## config.mk

```make
export PLATFORM = sky130hd
export DESIGN_NAME = char_lcd_shadow_refresh_unit
export DESIGN_NICKNAME = d
export VERILOG_FILES = /design/src/rtl/core/clsr_pkg.sv /design/src/rtl/core/clsr_seq.sv /design/src/rtl/core/clsr_dp.sv /design/src/rtl/core/char_lcd_shadow_refresh_unit.sv
export VERILOG_INCLUDE_DIRS = /design/src /design/src/rtl/core
export SDC_FILE = /design/constraint.sdc
export NUM_CORES = 1
export LEC_CHECK = 0
export ABC_AREA = 1
export BUFFER_PORTS_ARGS = -buffer_cell sky130_fd_sc_hd__buf_2
export CAP_MARGIN = 20
export CELL_PAD_IN_SITES_DETAIL_PLACEMENT = 0
export CELL_PAD_IN_SITES_GLOBAL_PLACEMENT = 1
export CORE_MARGIN = 4
export CORE_UTILIZATION = 48
export CTS_BUF_LIST = sky130_fd_sc_hd__clkbuf_8
export DETAILED_ROUTE_END_ITERATION = 10
export PLACE_DENSITY_LB_ADDON = 0.1
export SLEW_MARGIN = 0
export SYNTH_ARGS = -nofsm -noshare
export SYNTH_HDL_FRONTEND = slang
export SYNTH_SLANG_ARGS = --single-unit
```

## constraint.sdc

```tcl
create_clock -name i_clk -period 2.3 [get_ports i_clk]
set_input_delay 0.115 -clock i_clk [delete_from_list [all_inputs] [get_ports i_clk]]
set_output_delay 0.115 -clock i_clk [all_outputs]
set_load 0.05 [all_outputs]
```

## src/rtl/core/char_lcd_shadow_refresh_unit_macros.svh

```systemverilog
// Assertion macros shared by the character LCD shadow refresh unit.
`ifndef CHAR_LCD_SHADOW_REFRESH_UNIT_MACROS_SVH
`define CHAR_LCD_SHADOW_REFRESH_UNIT_MACROS_SVH

// Plain property, checked on every rising edge outside reset.
`define CLSR_ASSERT(lbl, clk, rst_n, prop, msg) \
    lbl: assert property (@(posedge clk) disable iff (!rst_n) (prop)) else $error(msg);

// Overlapped implication, checked outside reset.
`define CLSR_ASSERT_IMP(lbl, clk, rst_n, ante, cons, msg) \
    lbl: assert property (@(posedge clk) disable iff (!rst_n) (ante) |-> (cons)) \
        else $error(msg);

// Next-cycle implication, checked outside reset.
`define CLSR_ASSERT_NXT(lbl, clk, rst_n, ante, cons, msg) \
    lbl: assert property (@(posedge clk) disable iff (!rst_n) (ante) |=> (cons)) \
        else $error(msg);

`endif

```

## src/rtl/core/clsr_pkg.sv

```systemverilog
// Types, constants and microcode ROM of the character LCD shadow refresh unit.
package clsr_pkg;

    localparam int DEF_COLUMNS = 16;
    localparam int DEF_LINES   = 2;
    localparam int MAX_RESULTS = 64;
    localparam int NRES_W      = $clog2(MAX_RESULTS + 1);

    localparam logic [7:0] SPACE_CODE = 8'h20;
    localparam logic [7:0] WAKE_8BIT  = 8'h30;
    localparam logic [7:0] WAKE_4BIT  = 8'h20;
    localparam logic [7:0] CMD_FSET   = 8'h20;
    localparam logic [7:0] CMD_DCTL   = 8'h08;
    localparam logic [7:0] DCTL_ON    = 8'h04;
    localparam logic [7:0] CMD_CLEAR  = 8'h01;
    localparam logic [7:0] CMD_HOME   = 8'h02;
    localparam logic [7:0] CMD_DDRAM  = 8'h80;
    localparam logic [7:0] ROW1_OFF   = 8'h40;

    typedef enum logic [1:0] {
        REQ_INIT    = 2'd0,
        REQ_WRITE   = 2'd1,
        REQ_REFRESH = 2'd2,
        REQ_CLEAR   = 2'd3
    } t_req;

    typedef struct packed {
        t_req       req_type;
        logic       row;
        logic [3:0] col;
        logic [7:0] char_code;
    } t_item;

    typedef struct packed {
        logic       is_data;
        logic       nibble_only;
        logic [7:0] bus_value;
        logic       last;
    } t_result;

    typedef logic [1:0] t_cfg_idx;
    localparam t_cfg_idx CFG_DUAL_LINE        = 2'd0;
    localparam t_cfg_idx CFG_TALL_FONT        = 2'd1;
    localparam t_cfg_idx CFG_CURSOR_UNDERLINE = 2'd2;
    localparam t_cfg_idx CFG_BLINK_ON         = 2'd3;

    typedef struct packed {
        logic dual_line;
        logic tall_font;
        logic cursor_underline;
        logic blink_on;
    } t_cfg;

    localparam t_cfg CFG_RESET = '{dual_line: 1'b1, tall_font: 1'b0,
                                   cursor_underline: 1'b1, blink_on: 1'b1};

    typedef logic [NRES_W-1:0] t_nres;

    typedef enum logic [2:0] {
        C_NEVER,
        C_ALWAYS,
        C_NOT_INIT,
        C_SAME,
        C_LIMIT,
        C_MORE_CELLS,
        C_MORE_COLS,
        C_ROW_BAD
    } t_cond;

    typedef enum logic [3:0] {
        E_NONE,
        E_WAKE8,
        E_WAKE4,
        E_FSET,
        E_DCTL,
        E_DON,
        E_CLEAR,
        E_HOME,
        E_ADDR,
        E_DATA
    } t_emit;

    typedef enum logic [2:0] {
        W_NONE,
        W_REQ_ITEM,
        W_REQ_BLANK,
        W_REQ_BLANK_DIFF,
        W_SHOWN
    } t_wsel;

    typedef enum logic [1:0] {
        P_HOLD,
        P_ZERO,
        P_ITEM_ROW,
        P_INC
    } t_pos;

    typedef logic [4:0] t_upc;

    localparam t_upc U_IDLE     = 5'd0;
    localparam t_upc U_WRITE    = 5'd1;
    localparam t_upc U_CLR0     = 5'd2;
    localparam t_upc U_CLR1     = 5'd3;
    localparam t_upc U_FIN      = 5'd4;
    localparam t_upc U_INIT0    = 5'd5;
    localparam t_upc U_INIT_RD  = 5'd6;
    localparam t_upc U_INIT_CMP = 5'd7;
    localparam t_upc U_WAKE1    = 5'd8;
    localparam t_upc U_WAKE2    = 5'd9;
    localparam t_upc U_WAKE3    = 5'd10;
    localparam t_upc U_WAKE4    = 5'd11;
    localparam t_upc U_FSET     = 5'd12;
    localparam t_upc U_DCTL     = 5'd13;
    localparam t_upc U_DON      = 5'd14;
    localparam t_upc U_CLRA     = 5'd15;
    localparam t_upc U_CLRB     = 5'd16;
    localparam t_upc U_CLRC     = 5'd17;
    localparam t_upc U_HOME     = 5'd18;
    localparam t_upc U_REF0     = 5'd19;
    localparam t_upc U_REF_RD   = 5'd20;
    localparam t_upc U_REF_CMP  = 5'd21;
    localparam t_upc U_REF_LIM  = 5'd22;
    localparam t_upc U_REF_ADR  = 5'd23;
    localparam t_upc U_REF_DAT  = 5'd24;
    localparam t_upc U_REF_NXT  = 5'd25;
    localparam t_upc U_REF_END  = 5'd26;
    localparam t_upc U_LAST     = U_REF_END;

    typedef struct packed {
        t_cond cond;
        t_upc  target;
        t_emit emit;
        t_wsel wsel;
        t_pos  pos;
        logic  flush;
        logic  set_init;
    } t_ctl;

    typedef struct packed {
        logic not_init;
        logic same;
        logic limit;
        logic more_cells;
        logic more_cols;
        logic row_bad;
    } t_stat;

    function automatic t_ctl mk(t_cond c, t_upc t, t_emit e, t_wsel w, t_pos p,
                                logic fl, logic si);
        t_ctl r;
        r.cond     = c;
        r.target   = t;
        r.emit     = e;
        r.wsel     = w;
        r.pos      = p;
        r.flush    = fl;
        r.set_init = si;
        return r;
    endfunction

    function automatic t_ctl ucode(t_upc step);
        t_ctl w;
        w = mk(C_NEVER, U_IDLE, E_NONE, W_NONE, P_HOLD, 1'b0, 1'b0);
        unique case (step)
            U_IDLE:     w = mk(C_NEVER, U_IDLE, E_NONE, W_NONE, P_HOLD, 1'b0, 1'b0);
            U_WRITE:    w = mk(C_ALWAYS, U_IDLE, E_NONE, W_REQ_ITEM, P_HOLD, 1'b0, 1'b0);
            U_CLR0:     w = mk(C_ROW_BAD, U_IDLE, E_NONE, W_NONE, P_ITEM_ROW, 1'b0, 1'b0);
            U_CLR1:     w = mk(C_MORE_COLS, U_CLR1, E_NONE, W_REQ_BLANK, P_INC, 1'b0, 1'b0);
            U_FIN:      w = mk(C_ALWAYS, U_IDLE, E_NONE, W_NONE, P_HOLD, 1'b1, 1'b0);
            U_INIT0:    w = mk(C_NEVER, U_IDLE, E_NONE, W_NONE, P_ZERO, 1'b0, 1'b0);
            U_INIT_RD:  w = mk(C_NEVER, U_IDLE, E_NONE, W_NONE, P_HOLD, 1'b0, 1'b0);
            U_INIT_CMP: w = mk(C_MORE_CELLS, U_INIT_RD, E_NONE, W_REQ_BLANK_DIFF, P_INC,
                               1'b0, 1'b0);
            U_WAKE1:    w = mk(C_NEVER, U_IDLE, E_WAKE8, W_NONE, P_HOLD, 1'b0, 1'b0);
            U_WAKE2:    w = mk(C_NEVER, U_IDLE, E_WAKE8, W_NONE, P_HOLD, 1'b0, 1'b0);
            U_WAKE3:    w = mk(C_NEVER, U_IDLE, E_WAKE8, W_NONE, P_HOLD, 1'b0, 1'b0);
            U_WAKE4:    w = mk(C_NEVER, U_IDLE, E_WAKE4, W_NONE, P_HOLD, 1'b0, 1'b0);
            U_FSET:     w = mk(C_NEVER, U_IDLE, E_FSET, W_NONE, P_HOLD, 1'b0, 1'b0);
            U_DCTL:     w = mk(C_NEVER, U_IDLE, E_DCTL, W_NONE, P_HOLD, 1'b0, 1'b0);
            U_DON:      w = mk(C_NEVER, U_IDLE, E_DON, W_NONE, P_HOLD, 1'b0, 1'b0);
            U_CLRA:     w = mk(C_NEVER, U_IDLE, E_CLEAR, W_NONE, P_HOLD, 1'b0, 1'b0);
            U_CLRB:     w = mk(C_NEVER, U_IDLE, E_CLEAR, W_NONE, P_HOLD, 1'b0, 1'b0);
            U_CLRC:     w = mk(C_NEVER, U_IDLE, E_CLEAR, W_NONE, P_HOLD, 1'b0, 1'b0);
            U_HOME:     w = mk(C_ALWAYS, U_FIN, E_HOME, W_NONE, P_HOLD, 1'b0, 1'b1);
            U_REF0:     w = mk(C_NOT_INIT, U_FIN, E_NONE, W_NONE, P_ZERO, 1'b0, 1'b0);
            U_REF_RD:   w = mk(C_NEVER, U_IDLE, E_NONE, W_NONE, P_HOLD, 1'b0, 1'b0);
            U_REF_CMP:  w = mk(C_SAME, U_REF_NXT, E_NONE, W_NONE, P_HOLD, 1'b0, 1'b0);
            U_REF_LIM:  w = mk(C_LIMIT, U_FIN, E_NONE, W_NONE, P_HOLD, 1'b0, 1'b0);
            U_REF_ADR:  w = mk(C_NEVER, U_IDLE, E_ADDR, W_NONE, P_HOLD, 1'b0, 1'b0);
            U_REF_DAT:  w = mk(C_NEVER, U_IDLE, E_DATA, W_SHOWN, P_HOLD, 1'b0, 1'b0);
            U_REF_NXT:  w = mk(C_MORE_CELLS, U_REF_RD, E_NONE, W_NONE, P_INC, 1'b0, 1'b0);
            U_REF_END:  w = mk(C_ALWAYS, U_FIN, E_NONE, W_NONE, P_HOLD, 1'b0, 1'b0);
            default:    w = mk(C_ALWAYS, U_IDLE, E_NONE, W_NONE, P_HOLD, 1'b0, 1'b0);
        endcase
        return w;
    endfunction

    function automatic t_upc entry(t_req req);
        t_upc e;
        e = U_IDLE;
        unique case (req)
            REQ_INIT:    e = U_INIT0;
            REQ_WRITE:   e = U_WRITE;
            REQ_REFRESH: e = U_REF0;
            REQ_CLEAR:   e = U_CLR0;
            default:     e = U_IDLE;
        endcase
        return e;
    endfunction

endpackage

```

## src/rtl/core/clsr_seq.sv

```systemverilog
// Microcode sequencer: step counter, control ROM lookup and conditional jumps.
`include "char_lcd_shadow_refresh_unit_macros.svh"

module clsr_seq (
    input  logic             i_clk,
    input  logic             i_rst_n,
    input  logic             i_start,
    input  clsr_pkg::t_req   i_req_type,
    input  clsr_pkg::t_stat  i_stat,
    output logic             o_busy,
    output logic             o_accept,
    output clsr_pkg::t_ctl   o_ctl
);

    clsr_pkg::t_upc r_upc;
    clsr_pkg::t_upc n_upc;
    clsr_pkg::t_ctl ctl;
    logic           take;

    assign ctl      = clsr_pkg::ucode(r_upc);
    assign o_ctl    = ctl;
    assign o_busy   = (r_upc != clsr_pkg::U_IDLE);
    assign o_accept = i_start && (r_upc == clsr_pkg::U_IDLE);

    always_comb begin
        take = 1'b0;
        unique case (ctl.cond)
            clsr_pkg::C_NEVER:      take = 1'b0;
            clsr_pkg::C_ALWAYS:     take = 1'b1;
            clsr_pkg::C_NOT_INIT:   take = i_stat.not_init;
            clsr_pkg::C_SAME:       take = i_stat.same;
            clsr_pkg::C_LIMIT:      take = i_stat.limit;
            clsr_pkg::C_MORE_CELLS: take = i_stat.more_cells;
            clsr_pkg::C_MORE_COLS:  take = i_stat.more_cols;
            clsr_pkg::C_ROW_BAD:    take = i_stat.row_bad;
            default:                take = 1'b0;
        endcase
    end

    always_comb begin
        if (r_upc == clsr_pkg::U_IDLE) begin
            n_upc = o_accept ? clsr_pkg::entry(i_req_type) : clsr_pkg::U_IDLE;
        end else if (take) begin
            n_upc = ctl.target;
        end else begin
            n_upc = r_upc + 5'd1;
        end
    end

    always_ff @(posedge i_clk) begin
        if (!i_rst_n) begin
            r_upc <= clsr_pkg::U_IDLE;
        end else begin
            r_upc <= n_upc;
        end
    end

    `CLSR_ASSERT_NXT(a_accept_busy, i_clk, i_rst_n, o_accept, o_busy, "accept did not start a program")
    `CLSR_ASSERT(a_upc_range, i_clk, i_rst_n, r_upc <= clsr_pkg::U_LAST, "step counter left the program")

endmodule

```

## src/rtl/core/clsr_dp.sv

```systemverilog
// Datapath: character stores, scan position, result hold and output registers.
`include "char_lcd_shadow_refresh_unit_macros.svh"

module clsr_dp #(
    parameter int COLUMNS = clsr_pkg::DEF_COLUMNS,
    parameter int LINES   = clsr_pkg::DEF_LINES
) (
    input  logic               i_clk,
    input  logic               i_rst_n,
    input  logic               i_accept,
    input  clsr_pkg::t_item    i_item,
    input  clsr_pkg::t_ctl     i_ctl,
    input  clsr_pkg::t_cfg     i_cfg,
    output clsr_pkg::t_stat    o_stat,
    output logic               o_strobe,
    output clsr_pkg::t_result  o_result
);

    localparam int CELLS = LINES * COLUMNS;
    localparam int AW    = (CELLS > 1) ? $clog2(CELLS) : 1;
    localparam int CW    = (COLUMNS > 1) ? $clog2(COLUMNS) : 1;
    localparam logic [CW-1:0] LAST_COL = CW'(COLUMNS - 1);
    localparam logic          LAST_ROW = 1'(LINES - 1);
    localparam logic [AW-1:0] ROW1_BASE = AW'(COLUMNS);

    logic [7:0]       r_req_mem   [CELLS];
    logic [7:0]       r_shown_mem [CELLS];
    logic [CELLS-1:0] r_req_vld;
    logic [CELLS-1:0] r_shown_vld;
    logic [7:0]       r_req_q;
    logic [7:0]       r_shown_q;
    logic             r_req_vq;
    logic             r_shown_vq;

    clsr_pkg::t_item   r_item;
    logic              r_init;
    logic              r_row;
    logic [CW-1:0]     r_col;
    logic              r_prev_row;
    logic [CW-1:0]     r_prev_col;
    clsr_pkg::t_nres   r_nres;
    logic              r_hold_vld;
    clsr_pkg::t_result r_hold;
    logic              r_out_stb;
    clsr_pkg::t_result r_out;

    logic [AW-1:0]     pos_addr;
    logic [AW-1:0]     item_addr;
    logic              item_row_ok;
    logic              item_ok;
    logic [7:0]        req_val;
    logic [7:0]        shown_val;
    logic              same;
    logic              addr_need;
    logic              push;
    clsr_pkg::t_result new_res;
    logic              req_we;
    logic [AW-1:0]     req_waddr;
    logic [7:0]        req_wdata;
    logic              shown_we;
    logic [CW:0]       prev_next;

    assign pos_addr    = r_row ? ROW1_BASE + AW'(r_col) : AW'(r_col);
    assign item_addr   = r_item.row ? ROW1_BASE + AW'(r_item.col) : AW'(r_item.col);
    assign item_row_ok = !r_item.row || (LINES > 1);
    assign item_ok     = item_row_ok && (int'(r_item.col) < COLUMNS);

    assign req_val   = r_req_vq ? r_req_q : 8'h00;
    assign shown_val = r_shown_vq ? r_shown_q : 8'h00;
    assign same      = (req_val == shown_val);

    assign prev_next = {1'b0, r_prev_col} + {{CW{1'b0}}, 1'b1};
    assign addr_need = (r_prev_col == '0) || (r_prev_row != r_row)
                    || (prev_next != {1'b0, r_col});

    assign o_stat.not_init   = !r_init;
    assign o_stat.same       = same;
    assign o_stat.limit      = (r_nres > clsr_pkg::t_nres'(clsr_pkg::MAX_RESULTS - 2));
    assign o_stat.more_cells = !((r_row == LAST_ROW) && (r_col == LAST_COL));
    assign o_stat.more_cols  = (r_col != LAST_COL);
    assign o_stat.row_bad    = !item_row_ok;

    always_comb begin
        new_res = '{is_data: 1'b0, nibble_only: 1'b0, bus_value: 8'h00, last: 1'b0};
        push    = 1'b1;
        unique case (i_ctl.emit)
            clsr_pkg::E_NONE:  push = 1'b0;
            clsr_pkg::E_WAKE8: begin
                new_res.nibble_only = 1'b1;
                new_res.bus_value   = clsr_pkg::WAKE_8BIT;
            end
            clsr_pkg::E_WAKE4: begin
                new_res.nibble_only = 1'b1;
                new_res.bus_value   = clsr_pkg::WAKE_4BIT;
            end
            clsr_pkg::E_FSET:  new_res.bus_value = clsr_pkg::CMD_FSET
                                   | {4'b0000, i_cfg.dual_line, i_cfg.tall_font, 2'b00};
            clsr_pkg::E_DCTL:  new_res.bus_value = clsr_pkg::CMD_DCTL
                                   | {6'b000000, i_cfg.cursor_underline, i_cfg.blink_on};
            clsr_pkg::E_DON:   new_res.bus_value = clsr_pkg::CMD_DCTL | clsr_pkg::DCTL_ON
                                   | {6'b000000, i_cfg.cursor_underline, i_cfg.blink_on};
            clsr_pkg::E_CLEAR: new_res.bus_value = clsr_pkg::CMD_CLEAR;
            clsr_pkg::E_HOME:  new_res.bus_value = clsr_pkg::CMD_HOME;
            clsr_pkg::E_ADDR: begin
                push              = addr_need;
                new_res.bus_value = clsr_pkg::CMD_DDRAM
                                  | (r_row ? clsr_pkg::ROW1_OFF : 8'h00)
                                  | {2'b00, 6'(r_col)};
            end
            clsr_pkg::E_DATA: begin
                new_res.is_data   = 1'b1;
                new_res.bus_value = req_val;
            end
            default:           push = 1'b0;
        endcase
    end

    always_comb begin
        req_we    = 1'b0;
        req_waddr = pos_addr;
        req_wdata = clsr_pkg::SPACE_CODE;
        unique case (i_ctl.wsel)
            clsr_pkg::W_NONE:           req_we = 1'b0;
            clsr_pkg::W_REQ_ITEM: begin
                req_we    = item_ok;
                req_waddr = item_addr;
                req_wdata = r_item.char_code;
            end
            clsr_pkg::W_REQ_BLANK:      req_we = 1'b1;
            clsr_pkg::W_REQ_BLANK_DIFF: req_we = !same;
            clsr_pkg::W_SHOWN:          req_we = 1'b0;
            default:                    req_we = 1'b0;
        endcase
    end

    assign shown_we = (i_ctl.wsel == clsr_pkg::W_SHOWN);

    always_ff @(posedge i_clk) begin
        if (req_we) begin
            r_req_mem[req_waddr] <= req_wdata;
        end
        r_req_q <= r_req_mem[pos_addr];
    end

    always_ff @(posedge i_clk) begin
        if (shown_we) begin
            r_shown_mem[pos_addr] <= req_val;
        end
        r_shown_q <= r_shown_mem[pos_addr];
    end

    always_ff @(posedge i_clk) begin
        if (!i_rst_n) begin
            r_req_vld   <= '0;
            r_shown_vld <= '0;
            r_req_vq    <= 1'b0;
            r_shown_vq  <= 1'b0;
            r_init      <= 1'b0;
            r_nres      <= '0;
            r_hold_vld  <= 1'b0;
            r_out_stb   <= 1'b0;
        end else begin
            if (req_we) begin
                r_req_vld[req_waddr] <= 1'b1;
            end
            if (shown_we) begin
                r_shown_vld[pos_addr] <= 1'b1;
            end
            r_req_vq   <= r_req_vld[pos_addr];
            r_shown_vq <= r_shown_vld[pos_addr];
            if (i_ctl.set_init) begin
                r_init <= 1'b1;
            end
            if (i_ctl.pos == clsr_pkg::P_ZERO) begin
                r_nres <= '0;
            end else if (push) begin
                r_nres <= r_nres + clsr_pkg::t_nres'(1);
            end
            if (push) begin
                r_out_stb  <= r_hold_vld;
                r_hold_vld <= 1'b1;
            end else if (i_ctl.flush) begin
                r_out_stb  <= r_hold_vld;
                r_hold_vld <= 1'b0;
            end else begin
                r_out_stb  <= 1'b0;
            end
        end
    end

    always_ff @(posedge i_clk) begin
        if (i_accept) begin
            r_item <= i_item;
        end
        unique case (i_ctl.pos)
            clsr_pkg::P_HOLD: ;
            clsr_pkg::P_ZERO: begin
                r_row      <= 1'b0;
                r_col      <= '0;
                r_prev_row <= 1'b0;
                r_prev_col <= '0;
            end
            clsr_pkg::P_ITEM_ROW: begin
                r_row <= r_item.row;
                r_col <= '0;
            end
            clsr_pkg::P_INC: begin
                if (r_col == LAST_COL) begin
                    r_col <= '0;
                    r_row <= r_row + 1'b1;
                end else begin
                    r_col <= r_col + CW'(1);
                end
            end
            default: ;
        endcase
        if (shown_we) begin
            r_prev_row <= r_row;
            r_prev_col <= r_col;
        end
        if (push) begin
            r_hold <= new_res;
            r_out  <= r_hold;
        end else if (i_ctl.flush) begin
            r_out <= '{is_data: r_hold.is_data, nibble_only: r_hold.nibble_only,
                       bus_value: r_hold.bus_value, last: 1'b1};
        end
    end

    assign o_strobe = r_out_stb;
    assign o_result = r_out;

    `CLSR_ASSERT_IMP(a_out_from_hold, i_clk, i_rst_n, r_out_stb, $past(r_hold_vld), "stray transfer")
    `CLSR_ASSERT(a_nres_bound, i_clk, i_rst_n, r_nres <= clsr_pkg::t_nres'(clsr_pkg::MAX_RESULTS), "count overflow")
    `CLSR_ASSERT_IMP(a_shown_diff, i_clk, i_rst_n, shown_we, !same, "equal cell shown")

endmodule

```

## src/rtl/core/char_lcd_shadow_refresh_unit.sv

```systemverilog
// Top level of the character LCD shadow refresh unit: config registers and core.
//
// channel   | direction | transfer when          | payload
// ----------+-----------+------------------------+-----------------------------
// request   | in        | i_start && !o_busy     | i_item  (clsr_pkg::t_item)
// result    | out       | o_strobe (one cycle)   | o_result (clsr_pkg::t_result)
// config    | in        | i_cfg_we               | i_cfg_idx, i_cfg_data
//
// Each store read takes two microcode steps through the registered read port, and
// no step emits more than one result. Each result waits in a hold register until
// the next result or the final flush moves it to the output register; the last
// one is flagged and shows as o_busy drops. Stores clear at reset via valid bits,
// so no clearing pass is needed. The receiver cannot stall.
module char_lcd_shadow_refresh_unit #(
    parameter int COLUMNS = clsr_pkg::DEF_COLUMNS,
    parameter int LINES   = clsr_pkg::DEF_LINES
) (
    input  logic                i_clk,
    input  logic                i_rst_n,
    input  logic                i_start,
    input  clsr_pkg::t_item     i_item,
    output logic                o_busy,
    output logic                o_strobe,
    output clsr_pkg::t_result   o_result,
    input  logic                i_cfg_we,
    input  clsr_pkg::t_cfg_idx  i_cfg_idx,
    input  logic                i_cfg_data
);

    clsr_pkg::t_cfg  r_cfg;
    clsr_pkg::t_ctl  ctl;
    clsr_pkg::t_stat stat;
    logic            accept;

    always_ff @(posedge i_clk) begin
        if (!i_rst_n) begin
            r_cfg <= clsr_pkg::CFG_RESET;
        end else if (i_cfg_we) begin
            unique case (i_cfg_idx)
                clsr_pkg::CFG_DUAL_LINE:        r_cfg.dual_line        <= i_cfg_data;
                clsr_pkg::CFG_TALL_FONT:        r_cfg.tall_font        <= i_cfg_data;
                clsr_pkg::CFG_CURSOR_UNDERLINE: r_cfg.cursor_underline <= i_cfg_data;
                clsr_pkg::CFG_BLINK_ON:         r_cfg.blink_on         <= i_cfg_data;
                default: ;
            endcase
        end
    end

    clsr_seq u_seq (
        .i_clk      (i_clk),
        .i_rst_n    (i_rst_n),
        .i_start    (i_start),
        .i_req_type (i_item.req_type),
        .i_stat     (stat),
        .o_busy     (o_busy),
        .o_accept   (accept),
        .o_ctl      (ctl)
    );

    clsr_dp #(
        .COLUMNS (COLUMNS),
        .LINES   (LINES)
    ) u_dp (
        .i_clk    (i_clk),
        .i_rst_n  (i_rst_n),
        .i_accept (accept),
        .i_item   (i_item),
        .i_ctl    (ctl),
        .i_cfg    (r_cfg),
        .o_stat   (stat),
        .o_strobe (o_strobe),
        .o_result (o_result)
    );

endmodule
```

==> results.yml <==
outcome:
  outcome: "complete, no violations"
detailed_routing:
  drtIter0Drc: 1474
  dr.pass1.iters: 5
  wl_um: 69900
  wl_per_cell_um: 20.7
  final_antenna_net_count: 0
  vias_per_cell: 5.48
  drc: 0
  vias: 18500
cts:
  cts-buffers-inserted: 107
  cts_tree: "built"
  clk_pin_slew_ns: 0.06
  clockBufferDepth: 3
  cts_num_sinks: 675
  root_buffer: "clkbuf_8"
  clk_latency_ns: 0.69
  h-tree-depth: 3
power:
  p_comb_frac: 0.289
  p_per_area_nw_per_um2: 1080
  seqPwrFrac: 0.428
  p_sw_frac: 0.334
  internal-power_mw: 23.1
  p_leak_nw: 11.8
  irDropWorstVdd_uv: 979
  switchingPower_mw: 11.6
  p_clk_frac: 0.282
yosys:
  synth_area_per_cell_sq_um: 11.9
  seq_area_frac_synth: 0.710
  synth_top_area_share: 0.621
  synth.most_common_cell: "edfxtp_1"
  yosysTopAreaCell: "edfxtp_1"
  synth_edf_count: 556
  synthTopCellsByArea: "edfxtp_1, dfxtp_1, nor2_1"
  synth_nets: 2301
  async_flop_share: 0
  netlist-cell-type-count: 47
  post_synth_most_frequent_cells: "edfxtp_1, nor2_1, o21ai_0"
  ys.warnings.count: 0
  synth_flop_cell: "edfxtp_1"
  synth_cells: 2263
  ys_ff_latch: 675
  netlist_area_sq_um: 26900
floorplan:
  pin_count: 35
  fp-row-count: 86
  die_h_um: 245
  die_area_sq_um: 59800
  die-width_um: 245
  core_sq_um: 55300
  start_util: 0.486
setup_path:
  arrival_ns: 2.88
  path_max_fanout: 6
  worst-path-buf-inv: 4
  crit_required_ns: 2.91
  critPathCaptureType: "flop"
  start_kind: "flop"
  cpMostUsedCell: "nand2_1"
  max_stage_delay_ns: 0.36
  crit_type: "reg2reg"
  critPathSlowestCell: "dfxtp_4"
  cp_top_family: "simple AND/OR/NAND/NOR gates"
  crit_chain: "clkbuf_16, nand2_1, nand2_1, nand2_1, nand2_1, nor2_4, nand2_4, nand2_4, nand2_4, buf_4, nand2_2, nand3_4, buf_4, nand2_4, buf_4, nand3_2, nand2_1, nand2_1, nand2_1"
final_layout:
  layout.nets: 2576
  fin_util: 0.580
  n_antenna_cell: 0
  drive_gt1_frac: 0.194
  area_growth_pct: 19.4
placed_design:
  dp.final_hpwl_um: 42400
  gp_congestion: 0.871
  numPortBuffers: 34
  pre_cts_ws_ns: -0.197
timing:
  period_share: 0.987
  fin_skew_ns: 0.0325
  worst_pin_slew_ns: 0.774
  maxSlewViolCount: 0
  max_slew_margin: 0.484
  hold_viol: 0
  rsz0062_at_grt: "true"
  finalWorstSetupSlack_ns: 0.0304
  setup_violations: 0
  fmax_ghz: 0.441
  finalCriticalPeriod_ns: 2.27
grt:
  grt_overflow: 0
  grt_pass1_wl_um: 106000
  antenna_found_initial: 0
  grt_pass1_vias: 17900
  grt_max_degree: 74
  groute.usage.overall: 0.231
worst_hold_path:
  hp-class: "in2reg"
job:
  cap_viol_max_count: 0
-- tightest hold or removal path: stages --
cell and delay [ns]:
buf_2 0.11, inv_1 0.12, nor2_4 0.05, buf_4 0.19
-- final cells by class --
cell class / instances / area (sq um)
flip-flops and latches: 675 / 19100
clock buffers: 119 / 1640
repair buffers: 285 / 2400
inverters: 114 / 450
fillers: 4689 / 23200
well taps: 748 / 936
multi-input cells: 1355 / 7120
clock inverters: 79 / 454
-- power by group through the flow --
stage | Clock, mW | Combinational, mW | Sequential (mW)
final | 9.80 | 10.0 | 14.9
after global placement | 0 | 8.92 | 15.1
after CTS | 10.1 | 9.21 | 14.8
after floorplan | 0 | 5.12 | 15.3
after detailed placement | 0 | 8.99 | 15.1
after global routing | 10.6 | 10.9 | 14.9
-- worst paths after layout --
check	startpoint	to	slack, ns	cells after the start
worst max-delay path	u_dp.r_req_vq	u_seq.o_ctl[7]	0.03	19
worst min-delay path	i_start	u_dp.r_item[1]	0.11	4
worst max register to register	u_dp.r_req_vq	u_seq.o_ctl[7]	0.03	19
worst min register to register	u_dp.r_hold[1]	u_dp.o_result[1]	0.42	0
-- per-layer routing --
layer / vias up / wire length [um] / track usage
met2: 529 / 33700 / 0.377
li1: 8724 / - / -
met4: 0 / 1980 / 0.0769
met1: 9080 / 30900 / 0.320
met5: - / 0 / 0
met3: 152 / 3350 / 0.0346
-- cell families after synthesis --
kind of cell | after synthesis | share of synthesized area
XOR/XNOR | 16 | 0.00549
AO/OA/AOI/OAI | 573 | 0.126
adder cells (fa/ha/maj) | 16 | 0.00745
AND/OR/NAND/NOR | 749 | 0.115
buffers and inverters | 234 | 0.0354
flip-flops | 675 | 0.710
-- placed cells by master, fill, tap and decap left out, types with 14 or more instances in the layout --
cell type        n
a221oi_1        32
a22o_1          26
buf_12          18
buf_2           34
buf_4          197
clkbuf_8       119
clkinv_2        15
dfxtp_1        117
dlygate4sd3_1   27
edfxtp_1       556
inv_1          137
nand2_1        148
nand2_2         14
nand3_1         35
nor2_1         475
nor2_2          14
o21a_1          32
o21ai_0        297
o22ai_1        147
-- stage by stage --
step                TNS [ns]  hold slack [ns]  instance area [sq um]  total power, mW  std cells
detailed placement     -6.00            0.293                  29200             24.1       3130
floorplan              -4.34            0.214                  26900             20.4       2263
finish                     0            0.108                  32100             34.7       3375
global route          -0.442           0.0768                  32100             36.5       3375
global placement       -1.79            0.292                  29200             24.0       3130
CTS                        0           0.0348                  31700             34.1       3359
-- sequential cells by signal, indices dropped and copies added (netlist names), 5 cells and up --
name	count
u_dp.r_shown_vld	32
u_dp.r_nres	7
u_seq.r_upc	5
u_dp.r_req_q	8
u_dp.r_req_mem	256
u_dp.r_item	13
u_dp.o_result	11
u_dp.r_shown_mem	256
u_dp.r_shown_q	8
u_seq.o_ctl	18
u_dp.r_req_vld	32
u_dp.r_hold	10
-- repair_timing --
action / in CTS / in global routing
setup endpoints to repair: 116 / 264
hold buffers: 28 / 0
endpoints found under the hold margin: 25 / 0
setup buffers: 3 / 13
pin swaps: 6 / 23
gates resized for setup: 19 / 67
cloned: 0 / 3
Power figures use the tool's default switching activity.
